[src/tekd_pkg.sv]
// types and constants shared by the escape key decoder modules
`timescale 1ns / 1ps

package tekd_pkg;

    // byte codes recognized by the parser
    localparam logic [7:0] ESC_BYTE  = 8'd27;
    localparam logic [7:0] CHAR_H    = 8'h48;
    localparam logic [7:0] CHAR_F    = 8'h46;
    localparam logic [7:0] CHAR_TILDE = 8'h7e;
    localparam logic [7:0] CHAR_0    = 8'h30;
    localparam logic [7:0] CHAR_9    = 8'h39;

    // event kinds
    localparam logic [1:0] KIND_KEY  = 2'd0;
    localparam logic [1:0] KIND_DOWN = 2'd1;
    localparam logic [1:0] KIND_UP   = 2'd2;

    // button numbers
    localparam logic [7:0] BTN_SEARCH  = 8'd0;
    localparam logic [7:0] BTN_HISTORY = 8'd1;
    localparam logic [7:0] BTN_RANDOM  = 8'd2;

    // number of results caused by one item
    localparam logic [1:0] CNT_NONE = 2'd0;
    localparam logic [1:0] CNT_ONE  = 2'd1;
    localparam logic [1:0] CNT_TWO  = 2'd2;

    // one result item
    typedef struct packed {
        logic [1:0] kind;
        logic [7:0] code;
        logic       last;
    } result_t;

    // results caused by one input item, handed from parser to output buffer
    typedef struct packed {
        logic [1:0] count;
        result_t    res0;
        result_t    res1;
    } batch_t;

endpackage

[src/tekd_parser.sv]
// escape sequence parser: phase and prefix state plus result decode
`timescale 1ns / 1ps

module tekd_parser
    import tekd_pkg::*;
#(
    parameter int PREFIX_BITS = 16
)
(
    input  logic       clk,
    input  logic       rst_n,
    input  logic       step,       // consume rx_byte this cycle
    input  logic [7:0] rx_byte,
    output batch_t     batch
);

    typedef enum logic [2:0] {
        PH_NORMAL = 3'b001,
        PH_ESCAPE = 3'b010,
        PH_PARAM  = 3'b100
    } phase_t;

    localparam int WIDE_BITS = PREFIX_BITS + 4;

    phase_t                   phase_reg;
    phase_t                   phase_next;
    logic [PREFIX_BITS-1:0]   prefix_reg;
    logic [PREFIX_BITS-1:0]   prefix_next;
    logic [WIDE_BITS-1:0]     prefix_wide;
    logic [WIDE_BITS-1:0]     prefix_acc;
    logic [3:0]               digit;
    logic                     is_digit;
    logic [7:0]               btn;
    logic                     btn_hit;

    // digit accumulate: prefix * 10 + digit, saturated
    assign is_digit    = (rx_byte >= CHAR_0) && (rx_byte <= CHAR_9);
    assign digit       = 4'(rx_byte - CHAR_0);
    assign prefix_wide = WIDE_BITS'(prefix_reg);
    assign prefix_acc  = (prefix_wide << 3) + (prefix_wide << 1) + WIDE_BITS'(digit);

    // terminator match
    always_comb
    begin
        btn     = BTN_SEARCH;
        btn_hit = 1'b0;
        if (rx_byte == CHAR_H)
        begin
            btn     = BTN_SEARCH;
            btn_hit = 1'b1;
        end
        else if (rx_byte == CHAR_F)
        begin
            btn     = BTN_HISTORY;
            btn_hit = 1'b1;
        end
        else if ((rx_byte == CHAR_TILDE) && (prefix_reg == PREFIX_BITS'(5)))
        begin
            btn     = BTN_RANDOM;
            btn_hit = 1'b1;
        end
    end

    // next state and results
    always_comb
    begin
        phase_next  = phase_reg;
        prefix_next = prefix_reg;
        batch.count = CNT_NONE;
        batch.res0  = '{kind: KIND_KEY, code: rx_byte, last: 1'b1};
        batch.res1  = '{kind: KIND_UP, code: btn, last: 1'b1};
        case (phase_reg)
            PH_NORMAL:
            begin
                if (rx_byte == ESC_BYTE)
                begin
                    phase_next  = PH_ESCAPE;
                    prefix_next = '0;
                end
                else
                begin
                    batch.count = CNT_ONE;
                end
            end
            PH_ESCAPE:
            begin
                phase_next = PH_PARAM;
            end
            PH_PARAM:
            begin
                if (is_digit)
                begin
                    if (prefix_acc[WIDE_BITS-1:PREFIX_BITS] != '0)
                        prefix_next = '1;
                    else
                        prefix_next = prefix_acc[PREFIX_BITS-1:0];
                end
                else
                begin
                    phase_next = PH_NORMAL;
                    if (btn_hit)
                    begin
                        batch.count = CNT_TWO;
                        batch.res0  = '{kind: KIND_DOWN, code: btn, last: 1'b0};
                    end
                end
            end
            default:
            begin
                phase_next = PH_NORMAL;
            end
        endcase
        if (!step)
            batch.count = CNT_NONE;
    end

    // state registers
    always_ff @(posedge clk or negedge rst_n)
    begin
        if (!rst_n)
        begin
            phase_reg  <= PH_NORMAL;
            prefix_reg <= '0;
        end
        else if (step)
        begin
            phase_reg  <= phase_next;
            prefix_reg <= prefix_next;
        end
    end

    // a button pair only closes a parameter sequence
    assert property (@(posedge clk) disable iff (!rst_n)
        (step && batch.count == CNT_TWO) |-> (phase_reg == PH_PARAM))
        else $error("button pair outside parameter phase");

    // a key event only comes from the normal phase
    assert property (@(posedge clk) disable iff (!rst_n)
        (step && batch.count == CNT_ONE) |-> (phase_reg == PH_NORMAL))
        else $error("key event outside normal phase");

    // escape always leads into parameter collection
    assert property (@(posedge clk) disable iff (!rst_n)
        (step && phase_reg == PH_ESCAPE) |=> (phase_reg == PH_PARAM))
        else $error("escape phase did not move to parameter phase");

endmodule

[src/tekd_out_buf.sv]
// two-entry result register feeding the master stream
`timescale 1ns / 1ps

module tekd_out_buf
    import tekd_pkg::*;
(
    input  logic    clk,
    input  logic    rst_n,
    input  logic    load,      // take a new batch this cycle
    input  batch_t  batch,
    output logic    free,      // a batch can be loaded this cycle
    output logic    m_tvalid,
    input  logic    m_tready,
    output result_t head
);

    logic [1:0] cnt_reg;
    logic [1:0] cnt_next;
    result_t    slot0_reg;
    result_t    slot0_next;
    result_t    slot1_reg;
    result_t    slot1_next;
    logic       pop;

    assign m_tvalid = (cnt_reg != CNT_NONE);
    assign pop      = m_tvalid && m_tready;
    assign free     = (cnt_reg == CNT_NONE) || ((cnt_reg == CNT_ONE) && m_tready);
    assign head     = slot0_reg;

    // load replaces a drained buffer, pop shifts the second slot forward
    always_comb
    begin
        cnt_next   = cnt_reg;
        slot0_next = slot0_reg;
        slot1_next = slot1_reg;
        if (load)
        begin
            cnt_next   = batch.count;
            slot0_next = batch.res0;
            slot1_next = batch.res1;
        end
        else if (pop)
        begin
            cnt_next   = cnt_reg - 2'd1;
            slot0_next = slot1_reg;
        end
    end

    // count register
    always_ff @(posedge clk or negedge rst_n)
    begin
        if (!rst_n)
            cnt_reg <= CNT_NONE;
        else
            cnt_reg <= cnt_next;
    end

    // payload registers
    always_ff @(posedge clk)
    begin
        slot0_reg <= slot0_next;
        slot1_reg <= slot1_next;
    end

    // count never exceeds two
    assert property (@(posedge clk) disable iff (!rst_n)
        cnt_reg != 2'd3)
        else $error("result count out of range");

    // a pair in flight has last only on its second item
    assert property (@(posedge clk) disable iff (!rst_n)
        (cnt_reg == CNT_TWO) |-> (!slot0_reg.last && slot1_reg.last))
        else $error("last flag misplaced in result pair");

    // loading only into a buffer that is empty or drains this cycle
    assert property (@(posedge clk) disable iff (!rst_n)
        load |-> free)
        else $error("batch loaded over pending results");

endmodule

[src/terminal_escape_key_decoder_top.sv]
// top level of the terminal escape key decoder
// path: an accepted byte waits in the input register, is parsed, and its results go into
//   the result register that drives m_tvalid; input stalls while that register is full
// throughput: one byte per cycle while m_tready is high; a button press gives two
//   items that leave in turn through the single output port; input waits for the second
// reset: rst_n clears the parse phase to normal, the prefix to zero and all valid flags
`timescale 1ns / 1ps

module terminal_escape_key_decoder_top
    import tekd_pkg::*;
#(
    parameter int PREFIX_BITS = 16
)
(
    input  logic       clk,
    input  logic       rst_n,
    input  logic       s_tvalid,
    output logic       s_tready,
    input  logic [7:0] s_tdata,    // [7:0] rx_byte
    output logic       m_tvalid,
    input  logic       m_tready,
    output logic [7:0] m_tdata,    // [7:0] event_code
    output logic [1:0] m_tuser,    // [1:0] event_kind
    output logic       m_tlast     // last_of_run
);

    logic       in_valid_reg;
    logic [7:0] in_byte_reg;
    logic       advance;
    logic       free;
    batch_t     batch;
    result_t    head;

    assign advance  = in_valid_reg && free;
    assign s_tready = !in_valid_reg || free;

    // input register
    always_ff @(posedge clk or negedge rst_n)
    begin
        if (!rst_n)
            in_valid_reg <= 1'b0;
        else if (s_tready)
            in_valid_reg <= s_tvalid;
    end

    always_ff @(posedge clk)
    begin
        if (s_tready && s_tvalid)
            in_byte_reg <= s_tdata;
    end

    // parse stage
    tekd_parser #(
        .PREFIX_BITS (PREFIX_BITS)
    ) u_parser (
        .clk     (clk),
        .rst_n   (rst_n),
        .step    (advance),
        .rx_byte (in_byte_reg),
        .batch   (batch)
    );

    // result register
    tekd_out_buf u_out_buf (
        .clk      (clk),
        .rst_n    (rst_n),
        .load     (advance),
        .batch    (batch),
        .free     (free),
        .m_tvalid (m_tvalid),
        .m_tready (m_tready),
        .head     (head)
    );

    assign m_tdata = head.code;
    assign m_tuser = head.kind;
    assign m_tlast = head.last;

    // a held input item keeps its byte until it is parsed
    assert property (@(posedge clk) disable iff (!rst_n)
        (in_valid_reg && !advance) |=> (in_valid_reg && $stable(in_byte_reg)))
        else $error("held input item lost or changed");

endmodule

[config.mk]
export PLATFORM = sky130hd
export DESIGN_NAME = terminal_escape_key_decoder_top
export DESIGN_NICKNAME = d
export VERILOG_FILES = /design/src/tekd_pkg.sv /design/src/tekd_parser.sv /design/src/tekd_out_buf.sv /design/src/terminal_escape_key_decoder_top.sv
export SDC_FILE = /design/constraint.sdc
export NUM_CORES = 1
export LEC_CHECK = 0
export ABC_AREA = 1
export BUFFER_PORTS_ARGS = -buffer_cell sky130_fd_sc_hd__buf_2
export CORE_ASPECT_RATIO = 0.7
export CORE_MARGIN = 2
export CORE_UTILIZATION = 40
export CTS_BUF_LIST = sky130_fd_sc_hd__clkbuf_16
export DETAILED_ROUTE_END_ITERATION = 8
export GPL_TIMING_DRIVEN = 0
export PLACE_DENSITY = 0.57
export SETUP_SLACK_MARGIN = 0.02
export SYNTH_ARGS = -nofsm -noshare
export SYNTH_HDL_FRONTEND = slang
export SYNTH_SLANG_ARGS = --single-unit
[constraint.sdc]
create_clock -name clk -period 2.84 [get_ports clk]
set_input_delay 0.142 -clock clk [delete_from_list [all_inputs] [get_ports clk]]
set_output_delay 0.142 -clock clk [all_outputs]
set_load 0.1 [all_outputs]
# Word level (Yosys, flattened, before mapping)
# Index checks and enable logic that the tools add are counted.
[classes]
muxes = 22
reduce_logical = 16
order_cmp = 2
eq_ne = 12
addsub = 4
[op_table]
columns = ["operator", "count"]
rows = [
  ["$mux 16", 3],
  ["$mux 11", 3],
  ["$pmux 16 s2", 1],
  ["$mux 13", 2],
  ["$eq 8x7->1 const B", 3],
  ["$add 19x17->20", 1],
  ["$add 20x4->20", 1],
  ["$eq 16x3->1 const B", 1],
  ["$mux 8", 2],
  ["$pmux 3 s3", 1],
  ["$eq 8x5->1 const B", 1],
  ["$ge 8x6->1 const B", 1],
  ["$le 8x6->1 const B", 1],
  ["$logic_and 1x1->1", 6],
  ["$mux 2", 3],
  ["$mux 3", 2],
  ["$reduce_bool 2->1", 3],
  ["$mux 1", 4],
  ["$ne 2x1->1 const B", 2],
  ["$pmux 2 s2", 1],
  ["$reduce_and 4->1", 1],
  ["$reduce_bool 4->1", 1],
  ["$sub 4x1->4 const B", 1],
  ["$eq 3x1->1 const B", 1],
  ["9 further kinds", 10],
]
[totals]
elab_cells = 65
input_bits = 12
reg_bits = 49
out_inout_bits = 13

# Logic depth before layout (Yosys ltp)
[logic_depth]
ltp_word = 9
depth_mapped = 18
mapped_depth_nobuf = 17

# Modules after synthesis
# From an unflattened synthesis, not the netlist that was laid out.
[hier_totals]
hier_cells = 489
area_unflattened_um2 = 3858.7
[modules_own_cells]
columns = ["module", "seq_area_each_um2", "n_inst", "area_per_inst_um2", "cells_per_inst"]
rows = [
  ["tekd_parser", 476.7, 1, 2615.0, 394],
  ["tekd_out_buf", 710.7, 1, 950.9, 79],
  ["terminal_escape_key_decoder_top", 265.3, 1, 292.8, 16],
]

# Worst setup path after synthesis
# No wires, ideal clock.
[synth_timing]
path_type = "register to register"
from = "register u_out_buf.cnt_reg[0]"
to = "register u_out_buf.cnt_reg[0]"
n_path_buf = 0
t_required_ns = 2.743
setup_time_ns = 0.097
stages_incl_launch_ff = 7
arrival_time_ns = 2.591
setup_slack_ns = 0.152
synth_period_minus_slack_ns = 2.688
cell_sequence = "dfrtp_1 inv_1 ha_1 inv_1 o21ai_0 o21ai_0 o22ai_1"
[synth_between]
elab_cells_between_ends = 11
classes_between = "1 x add/sub; 1 x eq/ne; 2 x mux; 7 x reduce/logical"
[synth_lines]
columns = ["item", "line_no", "text"]
rows = [
  ["start: declaration", "tekd_out_buf.sv:17", "logic [1:0] cnt_reg;"],
  ["start signal: assignment", "tekd_out_buf.sv:55", "cnt_reg <= cnt_next;"],
  ["$reduce_bool 2->1", "tekd_out_buf.sv:25", "assign m_tvalid = (cnt_reg != CNT_NONE);"],
  ["named net m_tvalid", "terminal_escape_key_decoder_top.sv:20", "output logic m_tvalid,"],
  ["$logic_and 1x1->1", "tekd_out_buf.sv:26", "assign pop = m_tvalid && m_tready;"],
  ["$reduce_bool 2->1 (no source line)", "--", ""],
]
# The timed path passes the listed nets, and every way through them passes these cells. The select of a mux whose other input is x is not followed.
# A chain may end at the register's enable or synchronous reset.

# Final worst setup path
[layout_timing]
from = "register in_byte_reg[2]"
to = "register u_parser.prefix_reg[2]"
[layout_between]
elab_chain_len = 6
elab_cells_between_ends = 13
classes_between = "2 x add/sub; 2 x order compare; 3 x eq/ne; 3 x mux; 3 x reduce/logical"
[layout_rtl]
columns = ["item", "line_no", "text"]
rows = [
  ["start: declaration", "terminal_escape_key_decoder_top.sv:28", "logic [7:0] in_byte_reg;"],
  ["start signal: assignment", "terminal_escape_key_decoder_top.sv:49", "in_byte_reg <= s_tdata;"],
  ["$sub 4x1->4", "tekd_parser.sv:38", "assign digit = 4'(rx_byte - CHAR_0);"],
  ["$add 20x4->20", "tekd_parser.sv:40", "assign prefix_acc = (prefix_wide << 3) + (prefix_wide << 1) + WIDE_BITS'(digit);"],
  ["$reduce_bool 4->1", "tekd_parser.sv:93", "if (prefix_acc[WIDE_BITS-1:PREFIX_BITS] != '0)"],
  ["$mux 16", "tekd_parser.sv:93", ""],
  ["$mux 16", "tekd_parser.sv:91", "if (is_digit)"],
  ["$pmux 16 s2", "tekd_parser.sv:72", "case (phase_reg)"],
  ["end signal: assignment", "tekd_parser.sv:128", "prefix_reg <= prefix_next;"],
  ["end: declaration", "tekd_parser.sv:27", "logic [PREFIX_BITS-1:0] prefix_reg;"],
]
# Parallel ways exist; a longest one is shown, timed or not. The select of a mux whose other input is x is not followed.

==> results.md <==
- Outcome: complete, no violations
- Fin. max-slew vios: 0
- Ys flop type: edfxtp_1
- Share of cells above drive strength 1: 0.227
- WS Path Type: reg2reg
- Core box area: 8010 um2
- Nets: between 500 and 600
- Die Height: 80.6 um
- Setup Skew: 0.00566 ns
- Pre-CTS WS: -0.239 ns
- Post-synthesis mux area share: 0
- Placer Congestion: 0.911
- Largest cells by area after synthesis: edfxtp_1 19%, nand2_1 17%, dfrtp_1 16%
- Compound-Gate Fraction of Synth Area: 0.0545
- Hold worst-path end: in_byte_reg[2]
- Synth top area share: 0.188
- Syn. warnings: 0
- Buffers on Ports: 24
- Top cell type by total area after synthesis: edfxtp_1
- Hold_ws: 0.0340 ns
- Ant diodes: 0
- Post-synthesis adder-cell area fraction: 0.135
- PnR Total Power: 2.83 mW
- Startpoint types: register
- Routed WL: a little under 8 mm
- Worst vdd ir: 0.769 mV
- Critical Path End Type: register
- DR iter-0 viols: 150
- F_max: between 300 and 400 MHz
- Hold Path Class: in2reg
- Reg2reg end: u_parser.prefix_reg[2]
- Post-Syn Area per Cell: 7.76 um2
- Fin crit share: 0.973
- Via-to-Cell Ratio: approximately 4.8
- Initial core utilization: 0.419
- Max Cap Viol: 0
- Num rows: 27
- DIE AREA: 9140 um2
- Setup violations, final: 0
- Vias: between 2000 and 3000
- Slew margin rel.: 0.639
- TritonRoute pass-1 iters: 5
- Synthesized area: 3350 um2
- Total grt overflow: 0
- Synth Instances: 432
- Post-synth EDFFs: 21
- Average detailed-routed wire length per instance: about 14 um
- Least-Margin Pin Slew: 0.542 ns
- CTS buffer count: 5
- CP required: 3.01 ns
- P&R area growth vs syn: 19.6%
- Clock Tree Buf Depth: 2
- Clock period minus worst slack: 2.76 ns
- CTS clk-pin slew, worst paths: 0.06 ns
- Main combinational cell family by area after synthesis: simple AND/OR/NAND/NOR gates
- CP Max Fanout: 4
- Global-route wire length before repair: 12.9 mm
- Critical path startpoint: in_byte_reg[2]
- Yosys reg bits: 43
- Seq/Total Area, Yosys: 0.353
- Routed Antenna Nets: 0
- FILL cells: 773
- Crit Reg-Reg Startpoint: in_byte_reg[2]
- Setup WS post-layout: 0.0780 ns
- CTS tree: yes
- DP HPWL: 6.06 mm
- Largest net degree at the start of global routing: 23
- Hold Startpoint: s_tdata[2]
- Number of global-route vias before repair: 2585
- Post-synthesis xor/xnor area fraction: 0.0235
- Clk_lat worst skew: 0.28 ns
- Initial antenna violation count: 0
- Lkg Pwr: around 2.3 nW
- All-Layer GR Usage: 0.182
- Clock sink total: 43
- Post-synth top cells: 155 x nand2_1, 57 x inv_1, 33 x ha_1, 24 x nor2_1
- Final Hold Fails: 0
- Mapped Nets: 479
- Simple-Gate Fraction of Synth Area: 0.341
- Share of flip-flops with an asynchronous set or reset: 0.512
- Max reg flops: 16
- Most common cell in the netlist: nand2_1
- I/O Pins: 25
- Worst path arrival time: 2.94 ns
- H-Tree Level Count: 2
- Pwr dens: just over 700 nW/um2
- Clock root buffer: clkbuf_16
- Worst R2R Setup Slack: 0.08 ns
- Die X: 113 um
- Drc violations: 0
- Post-synth cell types: 40
- RSZ-0062 raised after global routing: true
- Reg2reg path depth: 18
- Hold depth: 1
-- area by class of cell --
class / count / area (um2) / area share
buffer: 5 / 68.8 / 0.0172
clock buffer: 5 / 125 / 0.0312
clock inverter: 3 / 16.3 / 0.00406
inverter: 67 / 251 / 0.0627
multi-input combinational: 317 / 1940 / 0.485
sequential: 43 / 1180 / 0.295
tap: 101 / 126 / 0.0315
timing repair buffer: 40 / 295 / 0.0736
-- worst max path at each step --
stage | endpoint | depth (start not counted)
global route | u_parser.prefix_reg[2] | 17
finish | u_parser.prefix_reg[2] | 18
detailed placement | u_parser.prefix_reg[3] | 16
global placement | u_parser.prefix_reg[11] | 16
floorplan | u_out_buf.cnt_reg[0] | 6
CTS | u_parser.prefix_reg[8] | 16
-- critical path, cell delays in order, from the launching register on --
cell	delay [ns]
edfxtp_1	0.42
ha_1	0.33
ha_2	0.21
inv_1	0.07
fa_2	0.41
inv_2	0.06
nand2_2	0.05
nand2_4	0.09
nand3_2	0.09
nand2_4	0.10
nand2_2	0.07
nand3_2	0.07
nand2_2	0.07
nor2_4	0.16
buf_4	0.13
buf_4	0.10
nand3_1	0.07
nand2_1	0.09
nand2_1	0.05
-- power breakdown --
group          internal, mW  switching (mW)  total, mW  leakage, nW
registers             0.859          0.0717      0.931        0.498
logic                 0.259            1.08       1.34         1.74
clock network         0.321           0.236      0.557       0.0710
total                  1.44            1.39       2.83         2.31
-- cell families (layout without fill, tap and decap cells) --
logic type      after synthesis  after routing
buf+inv                      72            120
compound gates               30             30
fa+ha+maj                    35             35
xor+xnor                      9              9
flops                        43             43
simple gates                243            243
-- through the flow --
step	instances	util	cell area [um2]	setup TNS, ns
finish	581	0.501	4010	0
global route	581	0.501	4010	-0.337
detailed placement	558	0.451	3610	-2.79
global placement	557	0.450	3600	-2.15
CTS	576	0.483	3870	0
floorplan	432	-	3350	0
-- cells in the final DEF, fill, tap and decap left out, types with 6 or more instances in the layout --
cell	instances
o21ai_0	7
edfxtp_1	21
inv_2	11
nand2_2	10
nand3_2	14
clkbuf_16	6
a21oi_1	9
ha_1	32
buf_4	10
inv_1	57
nand3_1	16
nor2_1	24
buf_2	24
dfrtp_1	20
nand2_1	149
-- layer usage --
metal	part of all wire	wire length [um]	global-route usage
met3	0.046	366	0.0445
met4	0.0030	24	0.0256
met1	0.56	4460	0.292
met2	0.39	3070	0.245
met5	0	0	0
-- what timing repair did --
| action | 4_1_cts | 5_1_grt |
|---|---|---|
| pin swaps | 4 | 9 |
| hold endpoints to repair | 21 | 0 |
| setup buffers | 8 | 4 |
| hold buffers | 1 | 0 |
| resized for setup | 5 | 23 |
| cloned | 1 | 1 |
| endpoints found under the setup margin | 16 | 16 |
Note: power is estimated with default switching activity, not from simulation.
